**src/rtl/ttm_pkg.sv**
```systemverilog
`default_nettype none
package ttm_pkg;

	localparam int COORD_BITS = 12;
	localparam int TEX_BITS   = 10;
	localparam int FRAC_BITS  = 16;
	localparam int EDGE_W     = 32;
	localparam int SLOPE_W    = 24;
	localparam int CANVAS_W   = 12;
	localparam int TSZ_W      = TEX_BITS + 1;
	localparam int SPAN_W     = COORD_BITS + 1;
	localparam int REL_W      = ((SPAN_W + FRAC_BITS > EDGE_W) ? SPAN_W + FRAC_BITS : EDGE_W) + 1;
	localparam int P_W        = REL_W + TSZ_W;
	localparam int CFG_IDX_W  = 3;

	localparam logic [CFG_IDX_W-1:0] REG_ORIENTATION = 3'd0;
	localparam logic [CFG_IDX_W-1:0] REG_VSLOPE      = 3'd1;
	localparam logic [CFG_IDX_W-1:0] REG_HSLOPE      = 3'd2;
	localparam logic [CFG_IDX_W-1:0] REG_CANVAS_W    = 3'd3;
	localparam logic [CFG_IDX_W-1:0] REG_CANVAS_H    = 3'd4;

	localparam logic CMD_START = 1'b0;
	localparam logic CMD_STEP  = 1'b1;

	typedef struct packed {
		logic                         command;
		logic signed [COORD_BITS-1:0] front_x;
		logic signed [COORD_BITS-1:0] front_y;
		logic [COORD_BITS-2:0]        front_w;
		logic [COORD_BITS-2:0]        front_h;
		logic signed [COORD_BITS-1:0] back_pos;
		logic [TSZ_W-1:0]             texture_width;
		logic [TSZ_W-1:0]             texture_height;
	} in_item_t;

	typedef struct packed {
		logic signed [COORD_BITS-1:0] dest_x;
		logic signed [COORD_BITS-1:0] dest_y;
		logic [TEX_BITS-1:0]          texel_x;
		logic [TEX_BITS-1:0]          texel_y;
		logic                         write_pixel;
		logic                         done_res;
	} out_item_t;

endpackage
`default_nettype wire

```
**src/rtl/trapezoid_texture_mapper.sv**
```systemverilog
`default_nettype none
// Trapezoid texture address generator. A start beat latches the front rectangle, the far
// line and the texture size and returns nothing; each step beat returns one pixel with its
// texel, or a beat with done_res set once the shape is finished. A step first skips empty
// lines one by one, then makes two passes through a shared bit-serial ratio unit (multiply by
// texture size one bit per cycle, then one quotient bit per cycle); a pass is shorter when its
// ratio clamps before its quotient pass. A finished result waits in an output register.
module trapezoid_texture_mapper import ttm_pkg::*; (
	input  wire logic                 clk,
	input  wire logic                 arst_n,
	input  wire logic                 in_valid,
	output logic                      in_ready,
	input  wire in_item_t             in_data,
	output logic                      out_valid,
	input  wire logic                 out_ready,
	output out_item_t                 out_data,
	input  wire logic                 cfg_valid,
	output logic                      cfg_ready,
	input  wire logic [CFG_IDX_W-1:0] cfg_index,
	input  wire logic [SLOPE_W-1:0]   cfg_data
);

	localparam int QW   = EDGE_W - FRAC_BITS;
	localparam int CLW  = ((QW > COORD_BITS) ? QW : COORD_BITS) + 1;
	localparam int CMPW = ((COORD_BITS > CANVAS_W) ? COORD_BITS : CANVAS_W) + 1;
	localparam logic signed [CLW-1:0] CMIN_E = CLW'(-(2 ** (COORD_BITS - 1)));
	localparam logic signed [CLW-1:0] CMAX_E = CLW'((2 ** (COORD_BITS - 1)) - 1);

	localparam logic [2:0] ST_IDLE = 3'd0;
	localparam logic [2:0] ST_SCAN = 3'd1;
	localparam logic [2:0] ST_LINE = 3'd2;
	localparam logic [2:0] ST_SPAN = 3'd3;
	localparam logic [2:0] ST_EMIT = 3'd4;

	function automatic logic signed [COORD_BITS-1:0] clampc(input logic signed [QW-1:0] v);
		logic signed [CLW-1:0] e;
		e = CLW'(v);
		if (e < CMIN_E) clampc = CMIN_E[COORD_BITS-1:0];
		else if (e > CMAX_E) clampc = CMAX_E[COORD_BITS-1:0];
		else clampc = e[COORD_BITS-1:0];
	endfunction

	function automatic logic signed [COORD_BITS-1:0] q_trunc(input logic signed [EDGE_W-1:0] v);
		logic signed [QW-1:0] s;
		s = v[EDGE_W-1:FRAC_BITS];
		if (v[EDGE_W-1] && (|v[FRAC_BITS-1:0])) s = s + QW'(1);
		q_trunc = clampc(s);
	endfunction

	function automatic logic signed [COORD_BITS-1:0] q_floor(input logic signed [EDGE_W-1:0] v);
		logic signed [QW-1:0] s;
		s = v[EDGE_W-1:FRAC_BITS];
		q_floor = clampc(s);
	endfunction

	logic                        orient_q;
	logic signed [SLOPE_W-1:0]   vslope_q, hslope_q;
	logic [CANVAS_W-1:0]         cw_q, ch_q;

	logic [2:0]                  state_q;
	logic                        busy_q, mode_q, line_dir_q;
	logic signed [COORD_BITS-1:0] line_pos_q, line_org_q, line_end_q;
	logic [COORD_BITS-1:0]       line_cnt_q;
	logic signed [SPAN_W-1:0]    span_pos_q;
	logic signed [EDGE_W-1:0]    near_q, far_q;
	logic [TSZ_W-1:0]            texw_q, texh_q;
	logic [TEX_BITS-1:0]         tline_q;
	out_item_t                   res_q, out_q;
	logic                        out_valid_q;

	logic                         in_acc, cfg_acc, out_free;
	logic signed [COORD_BITS-1:0] st_org, st_lo, st_bp;
	logic [COORD_BITS-2:0]        st_sz;
	logic signed [COORD_BITS:0]   st_hi, st_diff;
	logic                         st_dir;
	logic signed [EDGE_W-1:0]     st_near, st_far, slope_e, near_adv, far_adv;
	logic signed [SPAN_W-1:0]     far_fl;
	logic                         skip, finish;
	logic signed [COORD_BITS:0]   l_rel;
	logic [COORD_BITS:0]          l_abs;
	logic signed [REL_W-1:0]      s_rel, s_den;
	logic [REL_W-1:0]             rat_num, rat_den;
	logic [TSZ_W-1:0]             rat_tex;
	logic                         rat_start, rat_done;
	logic [TEX_BITS-1:0]          rat_q;
	logic signed [COORD_BITS-1:0] px_x, px_y;
	logic                         px_on;
	out_item_t                    px_res;

	assign in_ready  = (state_q == ST_IDLE);
	assign cfg_ready = 1'b1;
	assign in_acc    = in_valid && in_ready;
	assign cfg_acc   = cfg_valid && cfg_ready;
	assign out_free  = !out_valid_q || out_ready;

	always_comb begin
		st_org  = orient_q ? in_data.front_y : in_data.front_x;
		st_lo   = orient_q ? in_data.front_x : in_data.front_y;
		st_sz   = orient_q ? in_data.front_w : in_data.front_h;
		st_bp   = in_data.back_pos;
		st_dir  = st_org > st_bp;
		st_diff = st_dir ? ((COORD_BITS+1)'(st_org) - (COORD_BITS+1)'(st_bp))
		                 : ((COORD_BITS+1)'(st_bp) - (COORD_BITS+1)'(st_org));
		st_hi   = (COORD_BITS+1)'(st_lo) + (COORD_BITS+1)'(st_sz);
		st_near = EDGE_W'(st_lo) << FRAC_BITS;
		st_far  = EDGE_W'(st_hi) << FRAC_BITS;

		slope_e  = mode_q ? EDGE_W'(hslope_q) : EDGE_W'(vslope_q);
		near_adv = near_q + slope_e;
		far_adv  = far_q - slope_e;
		far_fl   = SPAN_W'(q_floor(far_q));
		skip     = busy_q && (line_pos_q != line_end_q) && (span_pos_q > far_fl);
		finish   = !busy_q || (line_pos_q == line_end_q);

		l_rel = (COORD_BITS+1)'(line_pos_q) - (COORD_BITS+1)'(line_org_q);
		l_abs = l_rel[COORD_BITS] ? -l_rel : l_rel;
		s_rel = (REL_W'(span_pos_q) << FRAC_BITS) - REL_W'(near_q);
		s_den = REL_W'(far_q) - REL_W'(near_q);

		if (state_q == ST_SCAN) begin
			rat_num = REL_W'(l_abs);
			rat_den = REL_W'(line_cnt_q);
			rat_tex = mode_q ? texh_q : texw_q;
		end else begin
			rat_num = s_rel[REL_W-1] ? -s_rel : s_rel;
			rat_den = (s_den > 0) ? s_den : '0;
			rat_tex = mode_q ? texw_q : texh_q;
		end
		rat_start = ((state_q == ST_SCAN) && !skip && !finish)
		         || ((state_q == ST_LINE) && rat_done);

		px_x  = mode_q ? span_pos_q[COORD_BITS-1:0] : line_pos_q;
		px_y  = mode_q ? line_pos_q : span_pos_q[COORD_BITS-1:0];
		px_on = !px_x[COORD_BITS-1] && !px_y[COORD_BITS-1]
		     && (CMPW'(unsigned'(px_x)) < CMPW'(cw_q))
		     && (CMPW'(unsigned'(px_y)) < CMPW'(ch_q));
		px_res.dest_x      = px_x;
		px_res.dest_y      = px_y;
		px_res.texel_x     = mode_q ? rat_q : tline_q;
		px_res.texel_y     = mode_q ? tline_q : rat_q;
		px_res.write_pixel = px_on;
		px_res.done_res    = 1'b0;
	end

	ttm_ratio u_ratio (
		.clk    (clk),
		.arst_n (arst_n),
		.start  (rat_start),
		.num    (rat_num),
		.den    (rat_den),
		.tex    (rat_tex),
		.done   (rat_done),
		.q      (rat_q)
	);

	always_ff @(posedge clk or negedge arst_n) begin
		if (!arst_n) begin
			orient_q    <= 1'b0;
			vslope_q    <= '0;
			hslope_q    <= '0;
			cw_q        <= CANVAS_W'(640);
			ch_q        <= CANVAS_W'(480);
			state_q     <= ST_IDLE;
			busy_q      <= 1'b0;
			mode_q      <= 1'b0;
			out_valid_q <= 1'b0;
		end else begin
			if (cfg_acc) begin
				case (cfg_index)
					REG_ORIENTATION: orient_q <= cfg_data[0];
					REG_VSLOPE:      vslope_q <= cfg_data;
					REG_HSLOPE:      hslope_q <= cfg_data;
					REG_CANVAS_W:    cw_q     <= cfg_data[CANVAS_W-1:0];
					REG_CANVAS_H:    ch_q     <= cfg_data[CANVAS_W-1:0];
					default: ;
				endcase
			end
			if (out_valid_q && out_ready && state_q != ST_EMIT) out_valid_q <= 1'b0;
			case (state_q)
				ST_IDLE: begin
					if (in_acc) begin
						if (in_data.command == CMD_START) begin
							busy_q <= 1'b1;
							mode_q <= orient_q;
						end else begin
							state_q <= ST_SCAN;
						end
					end
				end
				ST_SCAN: begin
					if (!skip) begin
						if (finish) begin
							busy_q  <= 1'b0;
							state_q <= ST_EMIT;
						end else begin
							state_q <= ST_LINE;
						end
					end
				end
				ST_LINE: begin
					if (rat_done) state_q <= ST_SPAN;
				end
				ST_SPAN: begin
					if (rat_done) state_q <= ST_EMIT;
				end
				ST_EMIT: begin
					if (out_free) begin
						out_valid_q <= 1'b1;
						state_q     <= ST_IDLE;
					end
				end
				default: state_q <= ST_IDLE;
			endcase
		end
	end

	always_ff @(posedge clk) begin
		case (state_q)
			ST_IDLE: begin
				if (in_acc && in_data.command == CMD_START) begin
					line_org_q <= st_org;
					line_pos_q <= st_org;
					line_end_q <= st_bp;
					line_dir_q <= st_dir;
					line_cnt_q <= st_diff[COORD_BITS-1:0];
					near_q     <= st_near;
					far_q      <= st_far;
					span_pos_q <= SPAN_W'(q_trunc(st_near));
					texw_q     <= in_data.texture_width;
					texh_q     <= in_data.texture_height;
				end
			end
			ST_SCAN: begin
				if (skip) begin
					line_pos_q <= line_dir_q ? line_pos_q - COORD_BITS'(1)
					                         : line_pos_q + COORD_BITS'(1);
					near_q     <= near_adv;
					far_q      <= far_adv;
					span_pos_q <= SPAN_W'(q_trunc(near_adv));
				end else if (finish) begin
					res_q <= '{dest_x: '0, dest_y: '0, texel_x: '0, texel_y: '0,
					           write_pixel: 1'b0, done_res: 1'b1};
				end
			end
			ST_LINE: begin
				if (rat_done) tline_q <= rat_q;
			end
			ST_SPAN: begin
				if (rat_done) begin
					res_q      <= px_res;
					span_pos_q <= span_pos_q + SPAN_W'(1);
				end
			end
			ST_EMIT: begin
				if (out_free) out_q <= res_q;
			end
			default: ;
		endcase
	end

	assign out_valid = out_valid_q;
	assign out_data  = out_q;

	a_done_blank: assert property (@(posedge clk) disable iff (!arst_n)
		out_valid && out_data.done_res |-> out_data.texel_x == '0 && out_data.texel_y == '0
			&& !out_data.write_pixel)
		else $error("done beat carries pixel data");

	a_write_on_canvas: assert property (@(posedge clk) disable iff (!arst_n)
		out_valid && out_data.write_pixel |-> !out_data.dest_x[COORD_BITS-1]
			&& !out_data.dest_y[COORD_BITS-1])
		else $error("pixel written at negative position");

	a_ratio_owner: assert property (@(posedge clk) disable iff (!arst_n)
		rat_done |-> state_q == ST_LINE || state_q == ST_SPAN)
		else $error("ratio result outside a ratio pass");

endmodule
`default_nettype wire

```
**src/rtl/ttm_ratio.sv**
```systemverilog
`default_nettype none
module ttm_ratio import ttm_pkg::*; (
	input  wire logic               clk,
	input  wire logic               arst_n,
	input  wire logic               start,
	input  wire logic [REL_W-1:0]   num,
	input  wire logic [REL_W-1:0]   den,
	input  wire logic [TSZ_W-1:0]   tex,
	output logic                    done,
	output logic [TEX_BITS-1:0]     q
);

	localparam int CNT_W = $clog2(TSZ_W + 1);
	localparam logic [1:0] R_IDLE = 2'd0;
	localparam logic [1:0] R_MUL  = 2'd1;
	localparam logic [1:0] R_CHK  = 2'd2;
	localparam logic [1:0] R_DIV  = 2'd3;

	logic [1:0]       ph_q;
	logic [CNT_W-1:0] cnt_q;
	logic [P_W-1:0]   acc_q, dsh_q;
	logic [REL_W-1:0] num_q, den_q;
	logic [TSZ_W-1:0] tex_q, mpl_q, quo_q;
	logic             done_q;
	logic [TEX_BITS-1:0] q_q;

	logic [P_W-1:0]   limit, acc_add;
	logic             ge;
	logic [TSZ_W-1:0] qfull, tmax;

	always_comb begin
		limit   = P_W'(den_q) << TSZ_W;
		acc_add = (acc_q << 1) + (mpl_q[TSZ_W-1] ? P_W'(num_q) : '0);
		ge      = acc_q >= dsh_q;
		qfull   = {quo_q[TSZ_W-2:0], ge};
		tmax    = tex_q - TSZ_W'(1);
	end

	always_ff @(posedge clk or negedge arst_n) begin
		if (!arst_n) begin
			ph_q   <= R_IDLE;
			done_q <= 1'b0;
		end else begin
			case (ph_q)
				R_IDLE: begin
					done_q <= 1'b0;
					if (start) ph_q <= R_MUL;
				end
				R_MUL: begin
					done_q <= 1'b0;
					if (cnt_q == CNT_W'(1)) ph_q <= R_CHK;
				end
				R_CHK: begin
					if (den_q == '0 || tex_q == '0 || acc_q >= limit) begin
						ph_q   <= R_IDLE;
						done_q <= 1'b1;
					end else begin
						ph_q   <= R_DIV;
						done_q <= 1'b0;
					end
				end
				R_DIV: begin
					if (cnt_q == CNT_W'(1)) begin
						ph_q   <= R_IDLE;
						done_q <= 1'b1;
					end else begin
						done_q <= 1'b0;
					end
				end
				default: begin
					ph_q   <= R_IDLE;
					done_q <= 1'b0;
				end
			endcase
		end
	end

	always_ff @(posedge clk) begin
		case (ph_q)
			R_IDLE: begin
				num_q <= num;
				den_q <= den;
				tex_q <= tex;
				mpl_q <= tex;
				acc_q <= '0;
				cnt_q <= CNT_W'(TSZ_W);
			end
			R_MUL: begin
				acc_q <= acc_add;
				mpl_q <= mpl_q << 1;
				cnt_q <= cnt_q - CNT_W'(1);
			end
			R_CHK: begin
				dsh_q <= P_W'(den_q) << (TSZ_W - 1);
				cnt_q <= CNT_W'(TSZ_W);
				quo_q <= '0;
				if (den_q == '0 || tex_q == '0) q_q <= '0;
				else q_q <= tmax[TEX_BITS-1:0];
			end
			R_DIV: begin
				if (ge) acc_q <= acc_q - dsh_q;
				dsh_q <= dsh_q >> 1;
				quo_q <= qfull;
				cnt_q <= cnt_q - CNT_W'(1);
				q_q   <= (qfull > tmax) ? tmax[TEX_BITS-1:0] : qfull[TEX_BITS-1:0];
			end
			default: ;
		endcase
	end

	assign done = done_q;
	assign q    = q_q;

endmodule
`default_nettype wire

```
**config.mk**
```make
export PLATFORM = sky130hd
export DESIGN_NAME = trapezoid_texture_mapper
export DESIGN_NICKNAME = d
export VERILOG_FILES = /design/src/rtl/ttm_pkg.sv /design/src/rtl/trapezoid_texture_mapper.sv /design/src/rtl/ttm_ratio.sv
export SDC_FILE = /design/constraint.sdc
export NUM_CORES = 2
export LEC_CHECK = 0
export BUFFER_PORTS_ARGS = -buffer_cell sky130_fd_sc_hd__buf_2
export CORE_ASPECT_RATIO = 1.75
export CORE_MARGIN = 8
export CORE_UTILIZATION = 30
export DETAILED_ROUTE_END_ITERATION = 12
export PLACE_DENSITY = 0.51
export SKIP_CTS_REPAIR_TIMING = 1
export SYNTH_ARGS = -nofsm -noshare
export SYNTH_HDL_FRONTEND = slang
export SYNTH_SLANG_ARGS = --single-unit
```
**constraint.sdc**
```tcl
create_clock -name clk -period 9.65 [get_ports clk]
set_clock_uncertainty 0.05 [all_clocks]
set_input_delay 1.93 -clock clk [delete_from_list [all_inputs] [get_ports clk]]
set_output_delay 1.93 -clock clk [all_outputs]
set_load 0.02 [all_outputs]
```
# Yosys cells after proc, flatten, opt, wreduce, memory -nomap -nowiden
# Cells that the tools add are included.
# W data, S select, Z words.
[totals]
ram_bits = 0
latch_bits = 0
mem_bits_ro = 0
elab_cells = 247
output_inout_bits = 49
inputBits = 113
reg_bits = 532
n_memories = 0
[op_classes]
reduce_logical = 57
div = 0
n_eq_ne = 29
n_addsub = 18
magnitude_cmp = 14
n_shift = 0
muxes = 80
mul = 0
n_bitwise = 3
[op_table]
columns = ["operator", "count"]
rows = [
  ["$mux W12", 16],
  ["$mux W32", 6],
  ["$mux W46", 3],
  ["$pmux W44 S3", 1],
  ["$pmux W32 S2", 2],
  ["$pmux W46 S2", 1],
  ["$ge A44 B44 Y1", 2],
  ["$pmux W44 S2", 1],
  ["$mux W16", 5],
  ["$mux W13", 5],
  ["$gt A16 B12 Y1 const B", 3],
  ["$lt A16 B12 Y1 const B", 3],
  ["$add A44 B44 Y44", 1],
  ["$mux W11", 4],
  ["$mux W44", 1],
  ["$sub A44 B44 Y44", 1],
  ["$mux W10", 4],
  ["$pmux W10 S2", 2],
  ["$pmux W13 S3", 1],
  ["$gt A33 B1 Y1 const B", 1],
  ["$logic_not A33 Y1", 1],
  ["$mux W33", 1],
  ["$neg A33 Y33", 1],
  ["$sub A29 B32 Y33", 1],
  ["other kinds (54)", 134],
]

# Depth between registers and ports, before layout
[depth]
word_depth = 12
depth_mapped = 27
depth_no_buf = 27

# By module
# A second synthesis with hierarchy kept.
[unflattened]
cells_unflattened = 3928
hier_area_um2 = 38251.7
[by_module_without_submodules]
columns = ["module", "instances", "cells_per_inst", "seq_area_each_um2", "area_each_um2"]
rows = [
  ["trapezoid_texture_mapper", 1, 2524, 9491.6, 24642.4],
  ["ttm_ratio", 1, 1404, 6010.8, 13609.3],
]

# Least setup slack after synthesis
# No wires, ideal clock.
[synth_path]
path_kind = "register to register"
start = "register far_q[31]"
end = "register far_q[0] (enable)"
setup_time_ns = 0.697
required_ns = 8.903
path_buffers = 1
path_stages_with_launch = 17
t_arrival_ns = 9.496
path_slack_ns = -0.593
synth_period_minus_slack_ns = 10.243
path_cell_list = "edfxtp_1 -> nor2_1 -> clkbuf_1 -> a21oi_1 -> ha_1 -> nor2b_1 -> o21a_1 -> o21a_1 -> o21a_1 -> o21a_1 -> o21a_1 -> o21ai_0 -> a21oi_1 -> o31ai_1 -> nor2_1 -> nor2_1 -> nor4_1"
[synth_between]
elab_chain_len = 7
word_cells_on_any_way = 8
classes_between = "order compare: 3; eq/ne: 1; mux: 2; reduce/logical: 2"
[synth_lines]
columns = ["element", "line_no", "rtl"]
rows = [
  ["start: declaration", "trapezoid_texture_mapper.sv:65", "logic signed [EDGE_W-1:0] near_q, far_q;"],
  ["start signal: assignment", "trapezoid_texture_mapper.sv:227", "far_q <= st_far;"],
  ["start signal: assignment", "trapezoid_texture_mapper.sv:238", "far_q <= far_adv;"],
  ["$gt A16 B12 Y1", "trapezoid_texture_mapper.sv:39", "else if (e > CMAX_E) clampc = CMAX_E[COORD_BITS-1:0];"],
  ["$mux W12", "trapezoid_texture_mapper.sv:39", ""],
  ["$mux W12 *", "trapezoid_texture_mapper.sv:38", "if (e < CMIN_E) clampc = CMIN_E[COORD_BITS-1:0];"],
  ["$gt A13 B12 Y1 *", "trapezoid_texture_mapper.sv:112", "skip = busy_q && (line_pos_q != line_end_q) && (span_pos_q > far_fl);"],
  ["$logic_and A1 B1 Y1 *", "trapezoid_texture_mapper.sv:112", ""],
  ["$ne A2 B2 Y1 (no line) *", "-", ""],
  ["$reduce_and A3 Y1 (no line) *", "-", ""],
]
# Every way passes the cells marked *; elsewhere a longest branch is shown, timed or not.
# A chain may end at the register's enable or synchronous reset.

# Worst setup path after layout
[layout_path]
start = "register u_ratio.acc_q[0]"
end = "register u_ratio.q_q[1], in the netlist u_ratio.q[1] (data pin)"
[layout_between]
elab_chain_len = 4
[layout_lines]
columns = ["element", "line_no", "rtl"]
rows = [
  ["start: declaration", "ttm_ratio.sv:21", "logic [P_W-1:0] acc_q, dsh_q;"],
  ["start signal: assignment", "ttm_ratio.sv:101", "if (ge) acc_q <= acc_q - dsh_q;"],
  ["$ge A44 B44 Y1", "ttm_ratio.sv:34", "ge = acc_q >= dsh_q;"],
  ["$gt A11 B11 Y1", "ttm_ratio.sv:105", "q_q <= (qfull > tmax) ? tmax[TEX_BITS-1:0] : qfull[TEX_BITS-1:0];"],
  ["$mux W10", "ttm_ratio.sv:105", ""],
  ["$pmux W10 S2", "ttm_ratio.sv:79", "case (ph_q)"],
  ["end signal: assignment", "ttm_ratio.sv:98", "else q_q <= tmax[TEX_BITS-1:0];"],
  ["end signal: assignment", "ttm_ratio.sv:105", ""],
  ["end: declaration", "ttm_ratio.sv:25", "logic [TEX_BITS-1:0] q_q;"],
]
# Every way passes these cells.

==> impl_metrics.toml <==
[logic_synthesis]
yosysUniqueCellTypes = 89
syn_nets = 4200
syn_inst = 3750
ys_ff_latch = 531
syn-cell-area_um2 = 37100
synth_edf_count = 445
syn_area_per_cell_um2 = 9.91
ys_seq_area_share_pct = 41.7
yosysWarnings = 0
ys_async_sr_fraction_pct = 15.4
dominantRegCellSynth = "edfxtp_1"

[finish]
final_cells = 5600
final_common_cell = "edfxtp_1"
drive_gt1_share_pct = 12.5
diodes = 0
final_util_pct = 34.0
fillers = 12700
synthToLayoutAreaGrowth_pct = 12.9
multi_input_area_um2 = 20200
nets = 4358
register_area_um2 = 15500
stdcell_area_um2 = 41900
layout_common_cells = "edfxtp_1 (445), ha_1 (327), nor2_1 (290)"

[timing]
timing.slew.headroom_pct = 22.7
rsz0062_at_grt = "no"
fmax_mhz = 138
setup_ws_ps = 2410
setup_viol = 0
hold_violations = 0
final.min_clock_period_ps = 7240
worstMarginPinSlew_ps = 1160
holdWs_ps = 368
period_share_pct = 75.1
setup_tns_ps = 0
drv_slew = 0

[drt]
drt_wl_total_um = 119000
routed-via-count = 28700
drc = 0
firstDrtPassIters = 6
drtAntennaViolNets = 0
via_per_inst = 5.12
drtIter0Drc = 1384
drt-wirelength-per-cell_um = 21.2

[clock_network]
root_buffer = "clkbuf_16"
cts_buffers = 57
clock_path_buffers = 3
htreeDepth = 2
cts.clk_slew.worst_paths_ps = 60
clock-sinks = 531
insertion_delay_ps = 660
cts_tree = "done"

[setup_path]
path_common_cell = "o21a_1"
critPathKind = "flip-flop to flip-flop"
reg2reg_to = "u_ratio.q[1]$_DFFE_PP_"
worst_path_largest_cell_delay_ps = 680
crit_path_top_delay_cell = "nor3_1"
r2r_start = "u_ratio.acc_q[0]$_DFFE_PP_"
crit_required_ps = 9960
crit_fanout = 10
critical_path_arrival_ps = 7550
critPathLaunchType = "flip-flop"
ff2ff_setup_slack_ps = 2410
end_kind = "flip-flop"
ff2ff_path_depth = 28

[place]
dpl.hpwl_um = 95400
pre_cts_ws_ps = 2310
place_congestion = 0.950
dpl_cell_area_um2 = 40000
port-buffer-count = 160
placedCellCount = 5492

[floorplanning]
dieArea_um2 = 136000
coreArea_um2 = 123000
start_util_pct = 30.1
die_x_um = 282
num_rows = 171
dieHeight_um = 481
ioPinCount = 162

[flow_run]
drv_cap = 0

[worst_hold_path]
min_from = "res_q[9]$_SDFFCE_PN0P_"
hold_depth = 0
worst_hold_path.endpoint = "out_data[9]$_DFFE_PP_"
hold_class = "flip-flop to flip-flop"

[run_status]
run_status = "finished clean"

[global_route]
gr-total-overflow = 0
grt_pass1_vias = 29600
antenna_found_initial = 2
groute.usage.overall_pct = 17.0
grt_start_max_net_pins = 66
grt_pass1_wl_um = 177000

[pwr]
power_leakage_nw = 17.6
vdd_ir_drop_max_mv = 0.199
powerDensity_nw_per_um2 = 406
power_mw = 17.0
-- worst max path at each step --
stage | from | to | depth (start not counted)
after floorplan | far_q[31]$_DFFE_PP_ | far_q[0]$_SDFFCE_PN0P_ | 16
after global placement | u_ratio.acc_q[0]$_DFFE_PP_ | u_ratio.q[5]$_DFFE_PP_ | 28
after detailed placement | u_ratio.acc_q[0]$_DFFE_PP_ | u_ratio.q[8]$_DFFE_PP_ | 28
after CTS | u_ratio.acc_q[0]$_DFFE_PP_ | u_ratio.q[8]$_DFFE_PP_ | 28
after global routing | u_ratio.acc_q[0]$_DFFE_PP_ | u_ratio.q[1]$_DFFE_PP_ | 28
final | u_ratio.acc_q[0]$_DFFE_PP_ | u_ratio.q[1]$_DFFE_PP_ | 28
-- cells in the mapped netlist, types with 14 or more instances --
master,instances,area [µm²]
a21o_1,124,931
a211oi_1,20,150
edfxtp_1,445,13400
and2_1,68,425
nor2_1,293,1100
mux2_2,130,1460
inv_1,282,1060
or3_1,24,150
ha_1,327,4090
a21oi_1,266,1330
nor3_1,48,240
nand4_1,45,282
nand2_1,274,1030
nand3_1,58,290
o22ai_1,20,125
o21ai_0,233,1170
clkbuf_1,98,368
o31ai_1,23,173
and3_1,65,407
o21bai_1,22,165
mux2i_1,73,731
nor4_1,23,144
xnor2_1,190,1660
xor2_1,98,858
nor2b_1,53,332
nand2b_1,43,269
o21a_1,55,413
and4_1,14,123
a31oi_1,20,125
dfrtp_1,76,1900
a21boi_0,20,150
-- cell families after synthesis --
logic type	Yosys count	synth area share [%]
compound gates	932	15.9
xor+xnor	288	6.79
fa+ha+maj	337	11.6
buf+inv	399	4.08
flops	531	41.7
mux	204	5.95
other cells	2	0.0202
simple gates	1057	14.0
-- state kept, by name, indices dropped and copies added (netlist names), 12 cells and up --
register	cells
hslope_q	24
res_q	46
u_ratio.acc_q	44
vslope_q	24
cw_q	12
line_pos_q	12
near_q	32
ch_q	12
line_end_q	12
u_ratio.num_q	33
span_pos_q	13
far_q	32
u_ratio.dsh_q	43
out_data	46
line_org_q	12
line_cnt_q	12
u_ratio.den_q	33
-- report_power, final --
part | total [mW] | switching, mW | internal, mW
clock | 2.24 | 0.991 | 1.25
sequential | 4.44 | 0.734 | 3.70
combinational | 10.3 | 6.35 | 3.99
total | 17.0 | 8.07 | 8.94
-- worst max-delay path: cells and delay by family, from the launching register on --
kind	cells	cell delay, ps
AOI/OAI and AO/OA	19	4610
adders and majority gates	3	680
buffers and inverters	3	350
DFF	1	410
and+or+nand+nor	3	870
-- cell type report --
type	count	area share [%]
Inverter	283	2.53
Timing Repair Buffer	215	2.90
Sequential cell	531	37.0
Clock inverter	27	0.675
Tap cell	1643	4.90
Multi-Input combinational cell	2820	48.2
Clock buffer	81	3.81
-- per-layer routing --
layer | wire [µm] | GRT usage (%) | vias up
met4 | 6890 | 8.85 | 2
met5 | 13 | 0 | -
li1 | - | - | 13900
met3 | 3120 | 1.79 | 245
met1 | 42500 | 16.7 | 13900
met2 | 66200 | 34.2 | 552
(Power assumes the default switching activity.)
